[config.mk]
export PLATFORM = sky130hd
export DESIGN_NAME = segment_free_with_coalescing_core
export DESIGN_NICKNAME = d
export VERILOG_FILES = /design/src/hw/rtl/sfc_pkg.sv /design/src/hw/rtl/segment_free_with_coalescing_core.sv
export SDC_FILE = /design/constraint.sdc
export NUM_CORES = 2
export LEC_CHECK = 0
export BUFFER_PORTS_ARGS = -buffer_cell sky130_fd_sc_hd__buf_2
export CORE_ASPECT_RATIO = 1.2
export CORE_MARGIN = 2
export CORE_UTILIZATION = 25
export CTS_BUF_LIST = sky130_fd_sc_hd__clkbuf_2
export CTS_CLUSTER_SIZE = 14
export DETAILED_ROUTE_END_ITERATION = 6
export SYNTH_ARGS = -nofsm -noshare
export SYNTH_HDL_FRONTEND = slang
export SYNTH_SLANG_ARGS = --single-unit
[constraint.sdc]
create_clock -name clk -period 5.2 [get_ports clk]
set_input_delay 0.78 -clock clk [delete_from_list [all_inputs] [get_ports clk]]
set_output_delay 0.78 -clock clk [all_outputs]
set_load 0.01 [all_outputs]
[src/hw/rtl/sfc_pkg.sv]
`default_nettype none

package sfc_pkg;

  localparam int MAX_SEGMENTS = 32;
  localparam int IDX_W        = $clog2(MAX_SEGMENTS);
  localparam int CNT_W        = IDX_W + 1;
  localparam int ADDR_W       = 16;
  localparam int LEN_W        = ADDR_W + 1;
  localparam int OWNER_W      = 8;

  localparam logic [LEN_W-1:0] MEM_LIMIT = LEN_W'(1) << ADDR_W;
  localparam logic [LEN_W-1:0] MEM_SIZE_RESET = MEM_LIMIT;
  localparam logic [CNT_W-1:0] MAX_COUNT = CNT_W'(MAX_SEGMENTS);

  localparam logic [1:0] CMD_CLEAR  = 2'd0;
  localparam logic [1:0] CMD_APPEND = 2'd1;
  localparam logic [1:0] CMD_FREE   = 2'd2;

  localparam logic [1:0] STAT_OK       = 2'd0;
  localparam logic [1:0] STAT_NOTFOUND = 2'd1;
  localparam logic [1:0] STAT_FULL     = 2'd2;

  typedef struct packed {
    logic               busy;
    logic [OWNER_W-1:0] owner;
    logic [LEN_W-1:0]   length;
    logic [ADDR_W-1:0]  base;
  } entry_t;

  typedef enum logic [11:0] {
    ST_INIT = 12'b0000_0000_0001,
    ST_IDLE = 12'b0000_0000_0010,
    ST_SCAN = 12'b0000_0000_0100,
    ST_FCHK = 12'b0000_0000_1000,
    ST_PREV = 12'b0000_0001_0000,
    ST_PCHK = 12'b0000_0010_0000,
    ST_NEXT = 12'b0000_0100_0000,
    ST_NCHK = 12'b0000_1000_0000,
    ST_WRLO = 12'b0001_0000_0000,
    ST_SHRD = 12'b0010_0000_0000,
    ST_SHWR = 12'b0100_0000_0000,
    ST_DONE = 12'b1000_0000_0000
  } state_t;

endpackage

`default_nettype wire

[src/hw/rtl/segment_free_with_coalescing_core.sv]
`default_nettype none
// Segment table with free and coalescing. Clear, append and unused commands go straight from
// idle to the done state. Free scans for the first busy entry of the owner, checks the previous
// and next neighbors, writes the merged segment at the lowest merged slot, then shifts the later
// entries down by the gap. One word is in flight; the next can be accepted as out_valid rises,
// later while out_ready stalls hold the result in the done state.
// Synchronous reset (rst_n low) sets memory_size 65536, count one; the init state writes entry 0.
module segment_free_with_coalescing_core (
  input  wire logic                        clk,
  input  wire logic                        rst_n,
  // input channel
  input  wire logic                        in_valid,
  output logic                             in_ready,
  input  wire logic [1:0]                  in_cmd,
  input  wire logic [sfc_pkg::OWNER_W-1:0] in_process_id,
  input  wire logic [sfc_pkg::ADDR_W-1:0]  in_seg_base,
  input  wire logic [sfc_pkg::LEN_W-1:0]   in_seg_length,
  input  wire logic                        in_seg_occupied,
  // result channel
  output logic                             out_valid,
  input  wire logic                        out_ready,
  output logic [1:0]                       out_status,
  output logic [sfc_pkg::ADDR_W-1:0]       out_merged_base,
  output logic [sfc_pkg::LEN_W-1:0]        out_merged_length,
  // configuration
  input  wire logic                        cfg_we,
  input  wire logic [sfc_pkg::LEN_W-1:0]   cfg_wdata
);

  // Sequencer state
  sfc_pkg::state_t                st_r, st_nxt;
  logic [sfc_pkg::CNT_W-1:0]      cnt_r, cnt_nxt;     // live entries
  logic [sfc_pkg::CNT_W-1:0]      idx_r, idx_nxt;     // scan pointer
  logic [sfc_pkg::CNT_W-1:0]      k_r, k_nxt;         // shift pointer
  logic [sfc_pkg::IDX_W-1:0]      i_r, i_nxt;         // found entry
  logic [sfc_pkg::IDX_W-1:0]      lo_r, lo_nxt;
  logic [sfc_pkg::IDX_W-1:0]      hi_r, hi_nxt;
  logic [1:0]                     gap_r, gap_nxt;
  logic [sfc_pkg::OWNER_W-1:0]    pid_r, pid_nxt;
  logic [sfc_pkg::ADDR_W-1:0]     mbase_r, mbase_nxt;
  logic [sfc_pkg::LEN_W-1:0]      mlen_r, mlen_nxt;
  logic [1:0]                     stat_r, stat_nxt;
  logic [sfc_pkg::LEN_W-1:0]      mem_size_r;

  // Output register, parts the result channel from the sequencer
  logic                           out_valid_r, out_valid_nxt;
  logic [1:0]                     out_status_r, out_status_nxt;
  logic [sfc_pkg::ADDR_W-1:0]     out_base_r, out_base_nxt;
  logic [sfc_pkg::LEN_W-1:0]      out_len_r, out_len_nxt;

  // Segment table: one write port, one registered read port
  sfc_pkg::entry_t                mem [sfc_pkg::MAX_SEGMENTS];
  sfc_pkg::entry_t                rd_data_r;
  logic [sfc_pkg::IDX_W-1:0]      rd_addr;
  logic                           mem_we;
  logic [sfc_pkg::IDX_W-1:0]      mem_waddr;
  sfc_pkg::entry_t                mem_wdata;

  // Shared saturating length adder, used for both neighbor merges
  logic [sfc_pkg::LEN_W:0]        sum_wide;
  logic [sfc_pkg::LEN_W-1:0]      len_sum;
  logic [sfc_pkg::LEN_W-1:0]      clear_len;
  sfc_pkg::entry_t                clear_entry;

  assign sum_wide = {1'b0, mlen_r} + {1'b0, rd_data_r.length};
  assign len_sum  = sum_wide[sfc_pkg::LEN_W] ? '1 : sum_wide[sfc_pkg::LEN_W-1:0];

  // Clear saturates the configured size at the address space
  assign clear_len = (mem_size_r > sfc_pkg::MEM_LIMIT) ? sfc_pkg::MEM_LIMIT : mem_size_r;
  assign clear_entry = '{busy: 1'b0, owner: '0, length: clear_len, base: '0};

  assign in_ready          = (st_r == sfc_pkg::ST_IDLE);
  assign out_valid         = out_valid_r;
  assign out_status        = out_status_r;
  assign out_merged_base   = out_base_r;
  assign out_merged_length = out_len_r;

  always_comb begin
    st_nxt         = st_r;
    cnt_nxt        = cnt_r;
    idx_nxt        = idx_r;
    k_nxt          = k_r;
    i_nxt          = i_r;
    lo_nxt         = lo_r;
    hi_nxt         = hi_r;
    gap_nxt        = gap_r;
    pid_nxt        = pid_r;
    mbase_nxt      = mbase_r;
    mlen_nxt       = mlen_r;
    stat_nxt       = stat_r;
    out_valid_nxt  = out_valid_r && !out_ready;
    out_status_nxt = out_status_r;
    out_base_nxt   = out_base_r;
    out_len_nxt    = out_len_r;
    rd_addr        = '0;
    mem_we         = 1'b0;
    mem_waddr      = '0;
    mem_wdata      = clear_entry;

    case (st_r)
      sfc_pkg::ST_INIT: begin
        // write entry 0 as the single free segment
        mem_we = 1'b1;
        st_nxt = sfc_pkg::ST_IDLE;
      end

      sfc_pkg::ST_IDLE: begin
        if (in_valid) begin
          pid_nxt   = in_process_id;
          mbase_nxt = '0;
          mlen_nxt  = '0;
          stat_nxt  = sfc_pkg::STAT_OK;
          st_nxt    = sfc_pkg::ST_DONE;
          case (in_cmd)
            sfc_pkg::CMD_CLEAR: begin
              mem_we  = 1'b1;
              cnt_nxt = sfc_pkg::CNT_W'(1);
            end
            sfc_pkg::CMD_APPEND: begin
              if (cnt_r >= sfc_pkg::MAX_COUNT) begin
                stat_nxt = sfc_pkg::STAT_FULL;
              end else begin
                mem_we    = 1'b1;
                mem_waddr = cnt_r[sfc_pkg::IDX_W-1:0];
                mem_wdata = '{busy: in_seg_occupied, owner: in_process_id,
                              length: in_seg_length, base: in_seg_base};
                cnt_nxt   = cnt_r + sfc_pkg::CNT_W'(1);
              end
            end
            sfc_pkg::CMD_FREE: begin
              idx_nxt = '0;
              st_nxt  = sfc_pkg::ST_SCAN;
            end
            default: begin
              st_nxt = sfc_pkg::ST_DONE;
            end
          endcase
        end
      end

      sfc_pkg::ST_SCAN: begin
        if (idx_r >= cnt_r) begin
          stat_nxt = sfc_pkg::STAT_NOTFOUND;
          st_nxt   = sfc_pkg::ST_DONE;
        end else begin
          rd_addr = idx_r[sfc_pkg::IDX_W-1:0];
          st_nxt  = sfc_pkg::ST_FCHK;
        end
      end

      sfc_pkg::ST_FCHK: begin
        if (rd_data_r.busy && (rd_data_r.owner == pid_r)) begin
          i_nxt     = idx_r[sfc_pkg::IDX_W-1:0];
          lo_nxt    = idx_r[sfc_pkg::IDX_W-1:0];
          hi_nxt    = idx_r[sfc_pkg::IDX_W-1:0];
          mbase_nxt = rd_data_r.base;
          mlen_nxt  = rd_data_r.length;
          st_nxt    = sfc_pkg::ST_PREV;
        end else begin
          idx_nxt = idx_r + sfc_pkg::CNT_W'(1);
          st_nxt  = sfc_pkg::ST_SCAN;
        end
      end

      sfc_pkg::ST_PREV: begin
        if (i_r != '0) begin
          rd_addr = i_r - sfc_pkg::IDX_W'(1);
          st_nxt  = sfc_pkg::ST_PCHK;
        end else begin
          st_nxt = sfc_pkg::ST_NEXT;
        end
      end

      sfc_pkg::ST_PCHK: begin
        if (!rd_data_r.busy) begin
          lo_nxt    = i_r - sfc_pkg::IDX_W'(1);
          mbase_nxt = rd_data_r.base;
          mlen_nxt  = len_sum;
        end
        st_nxt = sfc_pkg::ST_NEXT;
      end

      sfc_pkg::ST_NEXT: begin
        if (({1'b0, i_r} + sfc_pkg::CNT_W'(1)) < cnt_r) begin
          rd_addr = i_r + sfc_pkg::IDX_W'(1);
          st_nxt  = sfc_pkg::ST_NCHK;
        end else begin
          st_nxt = sfc_pkg::ST_WRLO;
        end
      end

      sfc_pkg::ST_NCHK: begin
        if (!rd_data_r.busy) begin
          hi_nxt   = i_r + sfc_pkg::IDX_W'(1);
          mlen_nxt = len_sum;
        end
        st_nxt = sfc_pkg::ST_WRLO;
      end

      sfc_pkg::ST_WRLO: begin
        // store the merged free segment at the lowest merged slot
        mem_we    = 1'b1;
        mem_waddr = lo_r;
        mem_wdata = '{busy: 1'b0, owner: '0, length: mlen_r, base: mbase_r};
        gap_nxt   = 2'(hi_r - lo_r);
        k_nxt     = {1'b0, hi_r} + sfc_pkg::CNT_W'(1);
        st_nxt    = (hi_r == lo_r) ? sfc_pkg::ST_DONE : sfc_pkg::ST_SHRD;
      end

      sfc_pkg::ST_SHRD: begin
        if (k_r >= cnt_r) begin
          cnt_nxt = cnt_r - sfc_pkg::CNT_W'(gap_r);
          st_nxt  = sfc_pkg::ST_DONE;
        end else begin
          rd_addr = k_r[sfc_pkg::IDX_W-1:0];
          st_nxt  = sfc_pkg::ST_SHWR;
        end
      end

      sfc_pkg::ST_SHWR: begin
        // move entry k down by the gap
        mem_we    = 1'b1;
        mem_waddr = sfc_pkg::IDX_W'(k_r - sfc_pkg::CNT_W'(gap_r));
        mem_wdata = rd_data_r;
        k_nxt     = k_r + sfc_pkg::CNT_W'(1);
        st_nxt    = sfc_pkg::ST_SHRD;
      end

      sfc_pkg::ST_DONE: begin
        // hold until the output register is free
        if (!out_valid_r || out_ready) begin
          out_valid_nxt  = 1'b1;
          out_status_nxt = stat_r;
          out_base_nxt   = mbase_r;
          out_len_nxt    = mlen_r;
          st_nxt         = sfc_pkg::ST_IDLE;
        end
      end

      default: begin
        st_nxt = sfc_pkg::ST_IDLE;
      end
    endcase
  end

  // Control registers
  always_ff @(posedge clk) begin
    if (!rst_n) begin
      st_r        <= sfc_pkg::ST_INIT;
      cnt_r       <= sfc_pkg::CNT_W'(1);
      out_valid_r <= 1'b0;
      mem_size_r  <= sfc_pkg::MEM_SIZE_RESET;
    end else begin
      st_r        <= st_nxt;
      cnt_r       <= cnt_nxt;
      out_valid_r <= out_valid_nxt;
      if (cfg_we) begin
        mem_size_r <= cfg_wdata;
      end
    end
  end

  // Payload registers
  always_ff @(posedge clk) begin
    idx_r        <= idx_nxt;
    k_r          <= k_nxt;
    i_r          <= i_nxt;
    lo_r         <= lo_nxt;
    hi_r         <= hi_nxt;
    gap_r        <= gap_nxt;
    pid_r        <= pid_nxt;
    mbase_r      <= mbase_nxt;
    mlen_r       <= mlen_nxt;
    stat_r       <= stat_nxt;
    out_status_r <= out_status_nxt;
    out_base_r   <= out_base_nxt;
    out_len_r    <= out_len_nxt;
  end

  // Table memory
  always_ff @(posedge clk) begin
    if (mem_we) begin
      mem[mem_waddr] <= mem_wdata;
    end
    rd_data_r <= mem[rd_addr];
  end

  // Checks
  a_cnt_range: assert property (@(posedge clk) disable iff (!rst_n)
    (cnt_r != '0) && (cnt_r <= sfc_pkg::MAX_COUNT))
    else $error("entry count out of range");

  a_shift_gap: assert property (@(posedge clk) disable iff (!rst_n)
    (st_r == sfc_pkg::ST_SHWR) |-> ((gap_r != 2'd0) && (k_r < cnt_r)))
    else $error("shift step without gap or past the table end");

  a_busy_after_accept: assert property (@(posedge clk) disable iff (!rst_n)
    (in_valid && in_ready) |=> !in_ready)
    else $error("input accepted while a word is in progress");

  a_merge_span: assert property (@(posedge clk) disable iff (!rst_n)
    (st_r == sfc_pkg::ST_WRLO) |-> ((lo_r <= i_r) && (hi_r >= i_r)
      && (5'(hi_r - lo_r) <= 5'd2)))
    else $error("merge span inconsistent with found entry");

endmodule

`default_nettype wire

# After elaboration in Yosys (flattened, before gate mapping)
# Memory sizes are Yosys's and may differ from the RTL's. A register that Yosys moved wholly into a read port is not among the register bits.
# Cells that the tools add are included.
# Widths: inputs -> output; s select.
[word_totals]
ramBits = 1344
elab_cells = 151
output_inout_bits = 37
regBits = 143
memories = 1
inputBits = 66
[memory_table]
columns = ["memory", "depth", "word_bits", "read_ports", "rd_ports_with_merged_regs", "wr", "line_no", "source"]
rows = [
  ["mem", 32, 42, 1, 1, 1, "segment_free_with_coalescing_core.sv:52", "sfc_pkg::entry_t mem [sfc_pkg::MAX_SEGMENTS];"],
]
[op_classes]
eq_ne = 28
add_sub_neg = 11
n_lt_le_gt_ge = 5
n_reduce_logical = 28
muxes = 61
[op_table]
columns = ["op", "count"]
rows = [
  ["$pmux 12 s11", 1],
  ["$mux 42", 3],
  ["$pmux 42 s3", 1],
  ["$mux 17", 5],
  ["$mux 12", 6],
  ["$mux 5", 11],
  ["$pmux 17 s3", 1],
  ["$mux 16", 3],
  ["$pmux 16 s3", 1],
  ["$pmux 6 s2", 4],
  ["$mux 6", 6],
  ["$pmux 5 s2", 2],
  ["$pmux 5 s4", 1],
  ["$add 17x17->18", 1],
  ["$add 6x1->6 const B", 3],
  ["$ne 2x2->1 const B", 9],
  ["$gt 17x17->1 const B", 1],
  ["$pmux 5 s3", 1],
  ["$add 5x1->6 const B", 2],
  ["$eq 12x1->1 const B", 1],
  ["$eq 12x10->1 const B", 1],
  ["$eq 12x11->1 const B", 1],
  ["$eq 12x12->1 const B", 1],
  ["$eq 12x2->1 const B", 1],
  ["41 further kinds", 66],
]

# Depth between registers and ports, before layout
[depth]
word_depth = 7
depth_mapped = 18
depth_no_buf = 14

# Worst setup path before layout
# No wires, ideal clock.
[synth_path]
path_type = "input to register"
start = "input port in_cmd[0]"
end = "memory mem[0][0] (netlist bit), enable pin"
cell_stages = 8
setup_time_ns = 0.442
arrival_ns = 4.211
t_required_ns = 4.758
slack_ns = 0.547
path_buffers = 2
cell_sequence = "nor2b_1 > and3_1 > clkbuf_1 > and2_1 > clkbuf_1 > a222oi_1 > nand4_1 > nor2_1"
[synth_via]
elab_chain_cells = 6
elab_cells_between_ends = 10
classes_between = "eq/ne: 1; mux: 8; reduce/logical: 1"
[synth_rtl]
columns = ["element", "line_no", "source"]
rows = [
  ["start, declared", "segment_free_with_coalescing_core.sv:14", "input wire logic [1:0] in_cmd,"],
  ["$eq 2x1->1 or $logic_not 2->1 (tied branches)", "segment_free_with_coalescing_core.sv:114", "case (in_cmd)"],
  ["$pmux 1 s2", "segment_free_with_coalescing_core.sv:114", ""],
  ["$mux 1", "segment_free_with_coalescing_core.sv:108", "if (in_valid) begin"],
  ["$pmux 1 s2", "segment_free_with_coalescing_core.sv:100", "case (st_r)"],
  ["$mux 1", "segment_free_with_coalescing_core.sv:282", "if (mem_we) begin"],
  ["$mux 1 (not written as such)", "segment_free_with_coalescing_core.sv:283", "mem[mem_waddr] <= mem_wdata;"],
  ["end, declared", "segment_free_with_coalescing_core.sv:52", ""],
]
# Parallel ways exist; a longest one is shown, timed or not.

# Final worst setup path
[layout_path]
start = "register i_r[0] (netlist bit)"
end = "register rd_data_r[7] (netlist name)"
[layout_via]
elab_chain_cells = 4
elab_cells_between_ends = 8
classes_between = "add/sub: 3; order compare: 1; mux: 3; reduce/logical: 1"
[layout_rtl]
columns = ["element", "line_no", "source"]
rows = [
  ["start, declared", "segment_free_with_coalescing_core.sv:35", "logic [sfc_pkg::IDX_W-1:0] i_r, i_nxt;"],
  ["start signal, assigned", "segment_free_with_coalescing_core.sv:267", "i_r <= i_nxt;"],
  ["$add 5x1->6", "segment_free_with_coalescing_core.sv:184", "if (({1'b0, i_r} + sfc_pkg::CNT_W'(1)) < cnt_r) begin"],
  ["$lt 6x6->1", "segment_free_with_coalescing_core.sv:184", ""],
  ["$mux 5", "segment_free_with_coalescing_core.sv:184", ""],
  ["$pmux 5 s4 *", "segment_free_with_coalescing_core.sv:100", ""],
]
# Mark *: on every way between the ends. The rest lies on a longest branch, timed or not.
# A chain may end at the register's enable or synchronous reset.

==> summary by stage <==
Timing
Setup repair after global routing left no endpoint under its margin. In the finished design, the share of the clock period the worst path needs comes to 0.963. The number of hold-slack violations in the final timing report is 0. The remaining max-slew budget at the tightest pin is 0.216. The post-route clock skew is 243 ps. The worst-margin pin slew is 1180 ps. The smallest clock period supported by the final layout is computed as 5010 ps. The maximum clock frequency is 200 MHz. Setup violations remaining at the end of the flow were counted as 0. For the final routed database, the setup TNS stands at 0 ps. The number of pins with negative max-slew slack in the final report was 0.

Hold path
The type of the tightest min-delay check is input pin to register. In this run the most critical hold path is launched from in_seg_base[7]. The hold-critical path depth is 3. The path with the worst hold slack has its endpoint at mem[24][7].

Route
The number of antenna-violating nets in the routed design is 0. The number of detailed-route iterations in the first pass is 7. Dividing the detail-routed via count by the number of cells gives 4.89. In the routed design, unresolved DRC markers number 0. The wire length reported by the detailed router is 189000 um. The total via count in the routed design is 41864.

The first routing iteration left 4308 violations. The average routed wire per standard cell is 22.1 um.

Power and ir drop
The maximum vdd ir drop is 0.000169 V. For this design the ratio of total power to cell area is 308 mW/mm^2. The leakage power is 0.0256 uW.

Global routing
The number of global-route vias before repair is 41199. The global-route wire length before repair is 274000 um. The initial antenna violation count is 20. The total overflow left after global routing is 0. The largest net degree at the start of global routing is 108. The global-route usage over all layers is 0.146.

Logic synthesis
The sequential element share of the synthesized area is 0.733. The number of synthesized flops with an enable pin is 1451. The post-synthesis cell type count is 77. The synthesis-stage register bit count is 1529. The post-synthesis instance total is 4528. The total number of yosys warnings is 0. The proportion of register bits with asynchronous set or reset after synthesis is 0. The number of nets in the synthesized netlist is 4643. The mapped cell area is 0.0616 mm^2.

The most used flip-flop cell after synthesis is edfxtp_1. In this run the mean area of a mapped cell was 13.6 um^2.

Worst setup path
The largest fanout on the critical path is 20. For flop-to-flop paths, the worst setup slack is 190 ps. The element type at the critical path end is a register. The startpoint identified for the worst register-to-register timing path is i_r[0].

The required time of the worst setup path is 6770 ps. The kind of start point of the critical path is a register. At the worst endpoint, the arrival time is 6570 ps.

The critical path start-end classification is register to register. The worst register-to-register path has a depth of 16. In this run the critical register-to-register path is captured at rd_data_r[7].

Final layout
The area growth from synthesis to layout is 16.6%. The library cell used most frequently in the layout, excluding fill and tap cells, is edfxtp_1. The count of fill cells added during filler insertion is 24760.

The library cells used most frequently in the layout, excluding fill and tap cells, are edfxtp_1 (1451), nand2_1 (1051), clkbuf_2 (583). The number of nets in the final layout is 5161. The share of post-route cells with drive strength above 1 is 0.184. The utilization after layout is 0.293.

Die
The number of cell rows is 199. For this configuration, the core starts out at a cell density of 0.251. The core outline area is 0.245 mm^2. Measured along the x axis, the die boundary spans 457 um. The die footprint is 0.250 mm^2.

The die boundary height is 548 um. 103 I/O pins were placed.

Clock tree
The post-cts gate resize count is 0. After clock tree synthesis, the clock-pin slew on the worst setup and hold paths is 110 ps. Once the clock tree was built, the setup fixing pass inserted 0 buffers. Counting the buffers created by CTS gives 386. The buffer levels on the longest clock path is 4. The number of H-tree levels is 5. In this run the clock root is driven by a clkbuf_2. The clock drives 1529 sinks. TritonCTS built the clock tree. The latest clock arrival within the worst-skew pair is 1850 ps. In this run, post-CTS hold repair placed 125 buffers.

Status
The run finished with clean final reports.

Place
The number of I/O port buffers is 102. The final weighted congestion of routability-driven global placement is 0.886. Detailed placement finished with a half-perimeter wire length of 106000 um.

Run
The tool flagged a number of max-cap violations equal to 0.
==> registers in the layout, indices dropped and copies added (netlist names), 8 cells and up <==
| register | flops |
|---|---|
| mem | 1344 |
| rd_data_r | 42 |
| mem_size_r | 17 |
| mlen_r | 17 |
| out_merged_length | 17 |
| mbase_r | 16 |
| out_merged_base | 16 |
| st_r | 12 |
| pid_r | 8 |
==> cell families (layout without fill, tap and decap cells) <==
family / Yosys count / count (layout) / synth area share
flops: 1529 / 1529 / 0.733
fa+ha+maj: 49 / 49 / 0.0103
mux: 152 / 152 / 0.0250
xor+xnor: 41 / 41 / 0.00583
simple gates: 1702 / 1702 / 0.123
other cells: 0 / 5 / 0
buf+inv: 327 / 1132 / 0.0239
compound gates: 728 / 728 / 0.0785
==> final cells by class <==
type                       count  area, um^2  area share
tap                         3216        4020      0.0560
clock inverter                92         533     0.00742
timing repair buffer         404        3650      0.0509
antenna                        5        12.5    0.000174
sequential                  1529       45100       0.629
multi-input combinational   2672       15300       0.213
clock buffer                 583        2920      0.0406
inverter                      53         199     0.00277
==> synth_stat cells (19+ instances only) <==
master    count  share of area
dfxtp_1      78          0.025
buf_2       130          0.011
a21oi_1     159          0.013
a211oi_1     37         0.0045
nor3_1       20         0.0016
o22ai_1      85         0.0086
ha_1         46         0.0094
clkbuf_1    108         0.0066
nand2_1    1057          0.064
buf_4        19         0.0023
edfxtp_1   1451           0.71
a221o_1      20         0.0033
nor2_1       97         0.0059
nand3_1     210          0.017
and2_1       23         0.0023
a31oi_1     182          0.018
o21ai_0      73         0.0059
and3_1      162          0.016
a222oi_1     27         0.0044
inv_1        51         0.0031
nor4_1       38         0.0039
mux2i_1     137          0.022
o221ai_1     29         0.0041
xor2_1       23         0.0033
==> report_power, final <==
| group | switching, uW | internal, uW | leakage (uW) |
|---|---|---|---|
| Clock | 4850 | 3250 | 0.00267 |
| Combinational | 300 | 214 | 0.00872 |
| Sequential | 72.6 | 13400 | 0.0142 |
==> how the worst max path moves through the flow <==
stage | startpoint | to | slack (ps)
finish | i_r[0] | rd_data_r[7] | 190
global route | i_r[0] | rd_data_r[7] | 50
CTS | i_r[0] | rd_data_r[7] | 300
detailed placement | i_r[0] | rd_data_r[22] | 430
global placement | i_r[0] | rd_data_r[22] | 580
floorplan | in_cmd[0] | mem[0][0] | 550
==> through the flow <==
step           cell area [um^2]  hold WS (ps)  std cells  power, uW  worst slack, ps
6_report                  71800           209       8554      22100              194
2_1_floorplan             61600           400       4528      14000              547
4_1_cts                   71800         0.546       8549      22300              303
3_3_place_gp              67100           419       7749      14200              581
5_1_grt                   71800           169       8551      22900             49.2
3_5_place_dp              67100           412       7749      14200              426
==> routing by layer <==
metal | vias up | wire (um) | share of wire | GRT usage
li1 | 18358 | - | - | -
met5 | - | 78 | 0.00041 | 0
met3 | 377 | 17400 | 0.092 | 0.0338
met4 | 12 | 6400 | 0.034 | 0.0576
met2 | 2153 | 90400 | 0.48 | 0.241
met1 | 20964 | 75100 | 0.40 | 0.184
==> critical path: stages, from the launching register on <==
cell and delay, ps:
edfxtp_1 490, ha_1 290, nand3_1 110, xor2_1 330
inv_1 90, ha_1 300, a21o_1 180, a21oi_1 370
o211ai_1 320, o2111ai_2 380, or2_2 180, buf_4 230
or2_2 160, buf_4 410, a21oi_1 130, or4_1 520
a211oi_1 220
(Power assumes the default switching activity.)
